===== src/hw/rtl/assert_macros.svh =====
// assertion helpers for the rtl files
`ifndef ASSERT_MACROS_SVH
`define ASSERT_MACROS_SVH

// checked on every rising edge outside reset
`define ASSERT_CLK(label, prop, msg) \
    label: assert property (@(posedge clk) disable iff (!rst_n) (prop)) else $error(msg);

// implication checked on every rising edge outside reset
`define ASSERT_IMPL(label, ante, cons, msg) \
    label: assert property (@(posedge clk) disable iff (!rst_n) (ante) |-> (cons)) \
        else $error(msg);

// implication whose consequent is checked in the next cycle
`define ASSERT_NEXT(label, ante, cons, msg) \
    label: assert property (@(posedge clk) disable iff (!rst_n) (ante) |=> (cons)) \
        else $error(msg);

`endif


===== src/hw/rtl/lis_pkg.sv =====
package lis_pkg;

    // fixed field widths
    localparam int VALUE_W = 32;
    localparam int LIS_W   = 7;

    // default store capacity
    localparam int MAX_ELEMENTS_DEF = 64;

    // input word
    typedef struct packed {
        logic signed [VALUE_W-1:0] value;
        logic                      last;
    } in_t;

    // result word
    typedef struct packed {
        logic [LIS_W-1:0] lis_length;
        logic             overflow;
    } out_t;

endpackage


===== src/hw/rtl/lis_store.sv =====
module lis_store
    import lis_pkg::*;
#(
    parameter int DEPTH  = MAX_ELEMENTS_DEF,
    parameter int ADDR_W = 6,
    parameter int DATA_W = 39
)
(
    input  logic              clk,
    input  logic              wr_en,
    input  logic [ADDR_W-1:0] wr_addr,
    input  logic [DATA_W-1:0] wr_data,
    input  logic [ADDR_W-1:0] rd_addr,
    output logic [DATA_W-1:0] rd_data
);

    logic [DATA_W-1:0] mem [DEPTH];
    logic [DATA_W-1:0] rd_data_reg;

    // write port
    always_ff @(posedge clk)
    begin
        if (wr_en)
        begin
            mem[wr_addr] <= wr_data;
        end
    end

    // registered read port
    always_ff @(posedge clk)
    begin
        rd_data_reg <= mem[rd_addr];
    end

    assign rd_data = rd_data_reg;

endmodule


===== src/hw/rtl/lis_cmp.sv =====
module lis_cmp
    import lis_pkg::*;
#(
    parameter int LEN_W = 7
)
(
    input  logic signed [VALUE_W-1:0] key,
    input  logic signed [VALUE_W-1:0] elem,
    input  logic        [LEN_W-1:0]   elem_len,
    input  logic        [LEN_W-1:0]   cur_len,
    output logic        [LEN_W-1:0]   new_len
);

    logic [LEN_W:0] cand;
    logic           smaller;

    // one predecessor: extend its run if it is strictly smaller
    always_comb
    begin
        cand    = {1'b0, elem_len} + {{LEN_W{1'b0}}, 1'b1};
        smaller = (elem < key);
        if (smaller && (cand > {1'b0, cur_len}))
        begin
            new_len = cand[LEN_W-1:0];
        end
        else
        begin
            new_len = cur_len;
        end
    end

endmodule


===== src/hw/rtl/lis_length_quadratic_dp_core.sv =====
// channel  | handshake         | payload
// ---------+-------------------+---------------------------------
// input    | start / busy      | item   (value, last)
// result   | done (one cycle)  | result (lis_length, overflow)
//
// after an element is taken, busy stays high while it is compared with each
// stored predecessor in turn through the shared comparator, reading one store
// entry per cycle, and through a finish step that writes it back.
// a dropped element (store full) goes straight to the finish step, unwritten.
// done pulses in the cycle after the finish step of a word with last set.
// the receiver cannot stall; reset clears counters, no store sweep is needed.
`include "assert_macros.svh"

module lis_length_quadratic_dp_core
    import lis_pkg::*;
#(
    parameter int MAX_ELEMENTS = MAX_ELEMENTS_DEF
)
(
    input  logic clk,
    input  logic rst_n,
    input  logic start,
    output logic busy,
    input  in_t  item,
    output logic done,
    output out_t result
);

    localparam int CNT_W  = $clog2(MAX_ELEMENTS + 1);
    localparam int LEN_W  = CNT_W;
    localparam int ADDR_W = (MAX_ELEMENTS > 1) ? $clog2(MAX_ELEMENTS) : 1;
    localparam int DATA_W = VALUE_W + LEN_W;

    localparam logic [1:0] ST_IDLE   = 2'd0;
    localparam logic [1:0] ST_SCAN   = 2'd1;
    localparam logic [1:0] ST_FINISH = 2'd2;

    logic [1:0]                state_reg,  state_next;
    logic signed [VALUE_W-1:0] key_reg,    key_next;
    logic                      last_reg,   last_next;
    logic                      full_reg,   full_next;
    logic [CNT_W-1:0]          count_reg,  count_next;
    logic [LEN_W-1:0]          best_reg,   best_next;
    logic                      drop_reg,   drop_next;
    logic [LEN_W-1:0]          len_reg,    len_next;
    logic [ADDR_W-1:0]         idx_reg,    idx_next;
    logic                      done_reg,   done_next;
    out_t                      result_reg, result_next;

    logic              wr_en;
    logic [ADDR_W-1:0] rd_addr;
    logic [DATA_W-1:0] rd_data;
    logic [LEN_W-1:0]  cmp_len;
    logic [LEN_W-1:0]  best_upd;
    logic              drop_upd;
    logic [CNT_W-1:0]  idx_plus;

    // element and ending length share one store entry
    lis_store #(
        .DEPTH  (MAX_ELEMENTS),
        .ADDR_W (ADDR_W),
        .DATA_W (DATA_W)
    ) u_store (
        .clk     (clk),
        .wr_en   (wr_en),
        .wr_addr (count_reg[ADDR_W-1:0]),
        .wr_data ({key_reg, len_reg}),
        .rd_addr (rd_addr),
        .rd_data (rd_data)
    );

    // shared compare and extend unit
    lis_cmp #(
        .LEN_W (LEN_W)
    ) u_cmp (
        .key      (key_reg),
        .elem     (rd_data[DATA_W-1:LEN_W]),
        .elem_len (rd_data[LEN_W-1:0]),
        .cur_len  (len_reg),
        .new_len  (cmp_len)
    );

    assign idx_plus = CNT_W'(idx_reg) + CNT_W'(1);
    assign busy     = (state_reg != ST_IDLE);
    assign wr_en    = (state_reg == ST_FINISH) && !full_reg;

    // read address: entry 0 on accept, next entry while scanning
    always_comb
    begin
        if (state_reg == ST_SCAN)
        begin
            rd_addr = idx_plus[ADDR_W-1:0];
        end
        else
        begin
            rd_addr = '0;
        end
    end

    // running best and overflow as seen at the end of this word
    always_comb
    begin
        best_upd = best_reg;
        drop_upd = drop_reg;
        if (full_reg)
        begin
            drop_upd = 1'b1;
        end
        else if (len_reg > best_reg)
        begin
            best_upd = len_reg;
        end
    end

    // sequencer
    always_comb
    begin
        state_next  = state_reg;
        key_next    = key_reg;
        last_next   = last_reg;
        full_next   = full_reg;
        count_next  = count_reg;
        best_next   = best_reg;
        drop_next   = drop_reg;
        len_next    = len_reg;
        idx_next    = idx_reg;
        done_next   = 1'b0;
        result_next = result_reg;

        unique case (state_reg)
            ST_IDLE:
            begin
                if (start)
                begin
                    key_next  = item.value;
                    last_next = item.last;
                    len_next  = LEN_W'(1);
                    idx_next  = '0;
                    full_next = (count_reg == CNT_W'(MAX_ELEMENTS));
                    if ((count_reg == CNT_W'(MAX_ELEMENTS)) || (count_reg == '0))
                    begin
                        state_next = ST_FINISH;
                    end
                    else
                    begin
                        state_next = ST_SCAN;
                    end
                end
            end

            ST_SCAN:
            begin
                len_next = cmp_len;
                if (idx_plus == count_reg)
                begin
                    state_next = ST_FINISH;
                end
                else
                begin
                    idx_next = idx_plus[ADDR_W-1:0];
                end
            end

            ST_FINISH:
            begin
                state_next = ST_IDLE;
                best_next  = best_upd;
                drop_next  = drop_upd;
                if (!full_reg)
                begin
                    count_next = count_reg + CNT_W'(1);
                end
                if (last_reg)
                begin
                    done_next              = 1'b1;
                    result_next.lis_length = LIS_W'(best_upd);
                    result_next.overflow   = drop_upd;
                    count_next             = '0;
                    best_next              = '0;
                    drop_next              = 1'b0;
                end
            end

            default:
            begin
                state_next = ST_IDLE;
            end
        endcase
    end

    // control registers
    always_ff @(posedge clk or negedge rst_n)
    begin
        if (!rst_n)
        begin
            state_reg <= ST_IDLE;
            count_reg <= '0;
            best_reg  <= '0;
            drop_reg  <= 1'b0;
            done_reg  <= 1'b0;
        end
        else
        begin
            state_reg <= state_next;
            count_reg <= count_next;
            best_reg  <= best_next;
            drop_reg  <= drop_next;
            done_reg  <= done_next;
        end
    end

    // working and result payload
    always_ff @(posedge clk)
    begin
        key_reg    <= key_next;
        last_reg   <= last_next;
        full_reg   <= full_next;
        len_reg    <= len_next;
        idx_reg    <= idx_next;
        result_reg <= result_next;
    end

    assign done   = done_reg;
    assign result = result_reg;

    // checks
    `ASSERT_CLK(a_count_range, count_reg <= CNT_W'(MAX_ELEMENTS), "element count above capacity")
    `ASSERT_IMPL(a_done_idle, done_reg, (state_reg == ST_IDLE) && (count_reg == '0),
        "result strobe without a cleared sequence")
    `ASSERT_IMPL(a_scan_index, state_reg == ST_SCAN, idx_plus <= count_reg,
        "scan index past stored elements")
    `ASSERT_NEXT(a_accept_busy, start && !busy, busy, "accepted word did not raise busy")
    `ASSERT_IMPL(a_done_len, done_reg, result_reg.lis_length != '0 || LEN_W > LIS_W,
        "result length of zero")

endmodule


===== config.mk =====
export PLATFORM = sky130hd
export DESIGN_NAME = lis_length_quadratic_dp_core
export DESIGN_NICKNAME = d
export VERILOG_FILES = /design/src/hw/rtl/lis_pkg.sv /design/src/hw/rtl/lis_store.sv /design/src/hw/rtl/lis_cmp.sv /design/src/hw/rtl/lis_length_quadratic_dp_core.sv
export VERILOG_INCLUDE_DIRS = /design/src /design/src/hw/rtl
export SDC_FILE = /design/constraint.sdc
export NUM_CORES = 2
export LEC_CHECK = 0
export BUFFER_PORTS_ARGS = -buffer_cell sky130_fd_sc_hd__buf_2
export CORE_ASPECT_RATIO = 0.6
export CORE_UTILIZATION = 40
export DETAILED_ROUTE_END_ITERATION = 6
export SLEW_MARGIN = 20
export SYNTH_ARGS = -nofsm -noshare
export SYNTH_HDL_FRONTEND = slang
export SYNTH_SLANG_ARGS = --single-unit
export TNS_END_PERCENT = 5

===== constraint.sdc =====
create_clock -name clk -period 8.73 [get_ports clk]
set_input_delay 1.3095 -clock clk [delete_from_list [all_inputs] [get_ports clk]]
set_output_delay 1.3095 -clock clk [all_outputs]
set_load 0.03 [all_outputs]

-- Word level (Yosys, flattened, before mapping)
Memory sizes are Yosys's and may differ from the RTL's. A register that Yosys moved wholly into a read port is not among the register bits.
Cells that the tools add are included.
- register bits: 73
- latch bits: 0
- RAM bits: 2496
- memory bits (read-only): 0
- input port bits: 36
- output and inout port bits: 10
- word-level logic and storage cells: 64
- memories: 1
- $add $sub $neg: 3
- multipliers: 0
- div/mod/pow operators: 0
- magnitude comparators: 3
- equal/unequal tests: 9
- shift-type cells: 0
- muxes and demuxes: 22
- bitwise logic cells: 0
- reduce and logical (&&, ||, !) cells: 14
- memory list (name ; words ; width ; rd ports ; clocked after Yosys merged registers in ; wr ports ; RTL line ; text):
    u_store.mem ; 64 ; 39 ; 1 ; 1 ; 1 ; lis_store.sv:17 ; logic [DATA_W-1:0] mem [DEPTH];
- operators by type and width (kind ; count):
    $mux W7 ; 7
    $lt A32 B32 Y1 ; 1
    $mux W6 ; 3
    $pmux W7 S2 ; 1
    $pmux W6 S2 ; 1
    $add A7 B1 Y8 const B ; 1
    $gt A8 B7 Y1 ; 1
    $reduce_and A2 Y1 ; 4
    $add A6 B1 Y7 const B ; 1
    $add A7 B1 Y7 const B ; 1
    $eq A7 B7 Y1 ; 1
    $eq A7 B7 Y1 const B ; 1
    $gt A7 B7 Y1 ; 1
    $logic_not A7 Y1 ; 1
    $mux W1 ; 6
    $mux W2 ; 3
    $ne A2 B2 Y1 const B ; 3
    $reduce_and A3 Y1 ; 2
    $ne A2 B1 Y1 const B ; 2
    $pmux W2 S2 ; 1
    $reduce_bool A2 Y1 ; 2
    $eq A2 B1 Y1 const B ; 1
    $eq A2 B2 Y1 const B ; 1
    $logic_and A1 B1 Y1 ; 2
    other kinds (3) ; 3

-- Longest topological paths before layout
- depth after elaboration: 5
- depth in mapped cells: 13
- gate-level depth less buffers: 11

-- By module
A second synthesis with hierarchy kept.
- cells, all modules: 4502
- area, all modules: 99919.6 sq um
- modules (own cells, without submodules) (module ; times used ; cells each ; area each (sq um) ; seq. area each (sq um)):
    lis_store ; 1 ; 4059 ; 95352.7 ; 75732.6
    lis_length_quadratic_dp_core ; 1 ; 234 ; 3113.0 ; 2102.0
    lis_cmp ; 1 ; 209 ; 1453.9 ; 0.0

-- Worst setup path after synthesis
Ideal clock, no wire load.
- path type: register -> register
- from: reg state_reg[0]
- to: mem u_store.mem[63][0] (enable)
- setup time: 0.437 ns
- arrival time: 3.052 ns
- required time: 8.293 ns
- path slack: 5.241 ns
- cell stages (with the launch flop): 7
- path buffers: 1
- path through: dfrtp_1 > clkbuf_1 > inv_1 > nand2_1 > nor3_1 > nand3_1 > nor2_1
- longest elaborated chain between the ends: 4
- ends and longest elaborated chain (what ; RTL line ; text):
    start, declared ; lis_length_quadratic_dp_core.sv:38 ; logic [1:0] state_reg, state_next;
    start signal, assigned ; lis_length_quadratic_dp_core.sv:204 ; state_reg <= state_next;
    $eq A2 B2 Y1 ; lis_length_quadratic_dp_core.sv:85 ; assign wr_en = (state_reg == ST_FINISH) && !full_reg;
    $logic_and A1 B1 Y1 ; lis_length_quadratic_dp_core.sv:85 ;
    $mux W1 ; lis_store.sv:23 ; if (wr_en)
    $mux W1 (implied by the code) ; lis_store.sv:25 ; mem[wr_addr] <= wr_data;
    end, declared ; lis_store.sv:17 ;
No other way between the ends.

-- Worst setup path after layout
- from: reg idx_reg[0]
- to: reg u_store.rd_data_reg[13] (netlist: u_store.rd_data[13]) (read register of u_store.mem)
- longest elaborated chain between the ends: 2
- ends and longest elaborated chain (what ; RTL line ; text):
    start, declared ; lis_length_quadratic_dp_core.sv:46 ; logic [ADDR_W-1:0] idx_reg, idx_next;
    start signal, assigned ; lis_length_quadratic_dp_core.sv:219 ; idx_reg <= idx_next;
    $add A6 B1 Y7 ; lis_length_quadratic_dp_core.sv:83 ; assign idx_plus = CNT_W'(idx_reg) + CNT_W'(1);
    $mux W6 ; lis_length_quadratic_dp_core.sv:90 ; if (state_reg == ST_SCAN)
    end, declared ; lis_store.sv:18 ; logic [DATA_W-1:0] rd_data_reg;
No other way between the ends.
A chain may end at the register's enable or synchronous reset.

==> results by group <==
Outcome
  – Status: complete, but fails checks
  – Violated checks: design-rule violations

GRT
  – First-pass GRT wire length: 479 mm
  – Largest net degree at the start of global routing: around 150
  – Vias in the first global route: 56142
  – Grt ovf: 0
  – Initial antenna violation count: 18
  – GRT Overall Usage: 0.273

Finish
  – Final core utilization: 0.452
  – P&R area growth vs syn: 12.1%
  – Commonest non-fill, non-tap cells in the layout: 2551 x edfxtp_1, 434 x nand2_1, 301 x mux2i_1, 299 x o221ai_1, 225 x clkbuf_16
  – Layout Cells excl Fill: between 9000 and 10000
  – Max reg flops: between 2000 and 2500
  – Number of nets in the layout: around 6000
  – Most common cell after layout, fill and taps aside: edfxtp_1
  – Fraction of layout cells with a size suffix above 1: 0.146

Place
  – DPL Wire Length: ~190 mm
  – Port bufs: 45
  – RePlAce Congestion: slightly below 0.9
  – DP Cell Count: 8984

Clocking
  – CTS tree: built
  – Post-CTS Repair Setup Buffers: 0
  – Reg clk slew, reported paths: ~80 ps
  – Clk_lat worst skew: between 900 and 1000 ps
  – # hold bufs at CTS: 0
  – Clock buffer depth: 4
  – TritonCTS buffer count: around 220
  – Clock Tree Root: clkbuf_16
  – Clock net sink count: 2608
  – Post-cts sizing count: 0
  – Htree depth: 4

Logic synthesis
  – Synth warn: 0
  – Post-Syn Nets: 5895
  – Yosys reg bits: 2608
  – Synth Instances: 5810
  – Post-synth top flop: edfxtp_1
  – Synth unique cells: 75
  – Number of synthesized flops with an enable pin: 2551
  – Post-synth ARST share: 0.00690
  – Synthesized cell area: 101000 um2
  – Post-Syn Area per Cell: ~17 um2
  – Sequential fraction of the synthesis area: 0.771

Floorplanning
  – Die area: 255000 um2
  – I/O Pins: 46
  – Core Area: about 250000 um2
  – Die X: roughly 650 um
  – Die H: between 300 and 400 um
  – Rows: roughly 140
  – Starting density of the core: 0.403

Worst setup path
  – Worst path required time: roughly 9400 ps
  – Endpoint class of the critical path: flop
  – CP Max Fanout: 144
  – Worst Path Arrival: between 6000 and 7000 ps
  – CP Launch Type: flop
  – Crit path kind: reg2reg

Detailed routing
  – Residual DRC count: 2
  – Average routed wire per standard cell: 37.8 um
  – Final wirelength: 356 mm
  – Initial DRT Pass Iterations: 7
  – Avg Vias per Cell: about 6.5
  – Post-route ant nets: 0
  – Vias: around 60000
  – DR iter-0 viols: between 10000 and 15000

Power
  – Peak supply drop: roughly 0.35 mV
  – Lkg Pwr: approximately 35 nW
  – Tot Pwr: approximately 36 mW
  – Pwr per Cell Area: roughly 320 nW/um2

STA
  – Slew @ Worst Pin: 1270 ps
  – Tmin final: 5700 ps
  – Clk_skew: 53.2 ps
  – RSZ-0062 raised after global routing: false
  – Setup violators final: 0
  – Setup TNS: 0 ps
  – Max-slew violations: 0
  – Achievable frequency: approximately 180 MHz
  – Slew headroom: 0.148
  – Tcrit/Tclk final: 0.653
  – Fin. Hold Viols: 0

Hold path
  – Hold Crit Class: in2async

Run
  – Max-cap violation count: 0
[report_power, final]
part	internal (mW)	switching, mW
sequential	14.7	0.331
combinational	3.08	7.60
clock	5.54	4.61
[layer usage]
| layer | wire length, um | vias to the layer above | GRT usage | part of all wire |
|---|---|---|---|---|
| li1 | - | 23825 | - | - |
| met1 | 143000 | 31815 | 0.408 | 0.40 |
| met2 | 141000 | 5146 | 0.363 | 0.40 |
| met3 | 61300 | 681 | 0.109 | 0.17 |
| met4 | 10700 | 6 | 0.0718 | 0.030 |
| met5 | 44 | - | 0 | 0.00012 |
[worst paths after layout]
kind | startpoint | to | slack (ps) | depth (start not counted)
max | idx_reg[0]$_DFFE_PP_ | u_store.rd_data[13]$_DFF_P_ | 3030 | 10
min | rst_n | state_reg[0]$_DFFE_PN0P_ | 380 | 1
max reg2reg | idx_reg[0]$_DFFE_PP_ | u_store.rd_data[13]$_DFF_P_ | 3030 | 10
min reg2reg | best_reg[3]$_DFFE_PN0N_ | best_reg[3]$_DFFE_PN0N_ | 500 | 1
max in group asynchronous | rst_n | count_reg[5]$_DFFE_PN0P_ | 8020 | 1
min in group clk | best_reg[3]$_DFFE_PN0N_ | best_reg[3]$_DFFE_PN0N_ | 500 | 1
[stage by stage]
step	area, um2	hold WS [ps]	worst slack (ps)
2_1_floorplan	101000	466	5240
3_3_place_gp	106000	483	3580
3_5_place_dp	106000	484	3480
4_1_cts	113000	356	3480
5_1_grt	113000	399	3320
6_report	113000	382	3030
[final cells by class]
class,instances,area [um2]
clock inverter,110,1100
antenna,10,25.0
inverter,61,263
sequential,2608,77800
tap,3312,4140
multi-input combinational,2750,21600
fill,21123,137000
timing repair buffer,254,2070
clock buffer,293,6120
[cell usage after synthesis, drive strengths merged (39+ instances only)]
master  instances  share of area
and3           44         0.0027
nand3         213          0.011
edfxtp       2551           0.76
o211ai         61         0.0045
clkbuf        169         0.0063
o22ai         149         0.0092
a31oi          40         0.0025
o221ai        299          0.026
o21ai         157         0.0078
a22oi          65         0.0048
nand2         437          0.016
a21oi         209          0.010
dfxtp          39         0.0077
mux2i         304          0.030
nor2          136         0.0051
inv            60         0.0022
buf           222          0.013
mux4          175          0.039
ha             49         0.0061
[worst max-delay path: stages (launching register included)]
cell       delay, ps
edfxtp_1         420
buf_12           730
and3_1           390
mux2i_4          240
buf_4            600
inv_6            380
nand2_2          560
buf_4            500
o2bb2ai_1        230
o21ai_0          940
nand4_1          300
[kinds of logic after synthesis]
kind of cell / count (synthesis) / synth area share
AO/OA/AOI/OAI: 1207 / 0.0845
XOR/XNOR: 19 / 0.00165
adder cells (fa/ha/maj): 49 / 0.00607
flip-flops: 2608 / 0.771
multiplexers: 499 / 0.0715
AND/OR/NAND/NOR: 976 / 0.0438
buffers and inverters: 452 / 0.0219
Power figures use the tool's default switching activity.
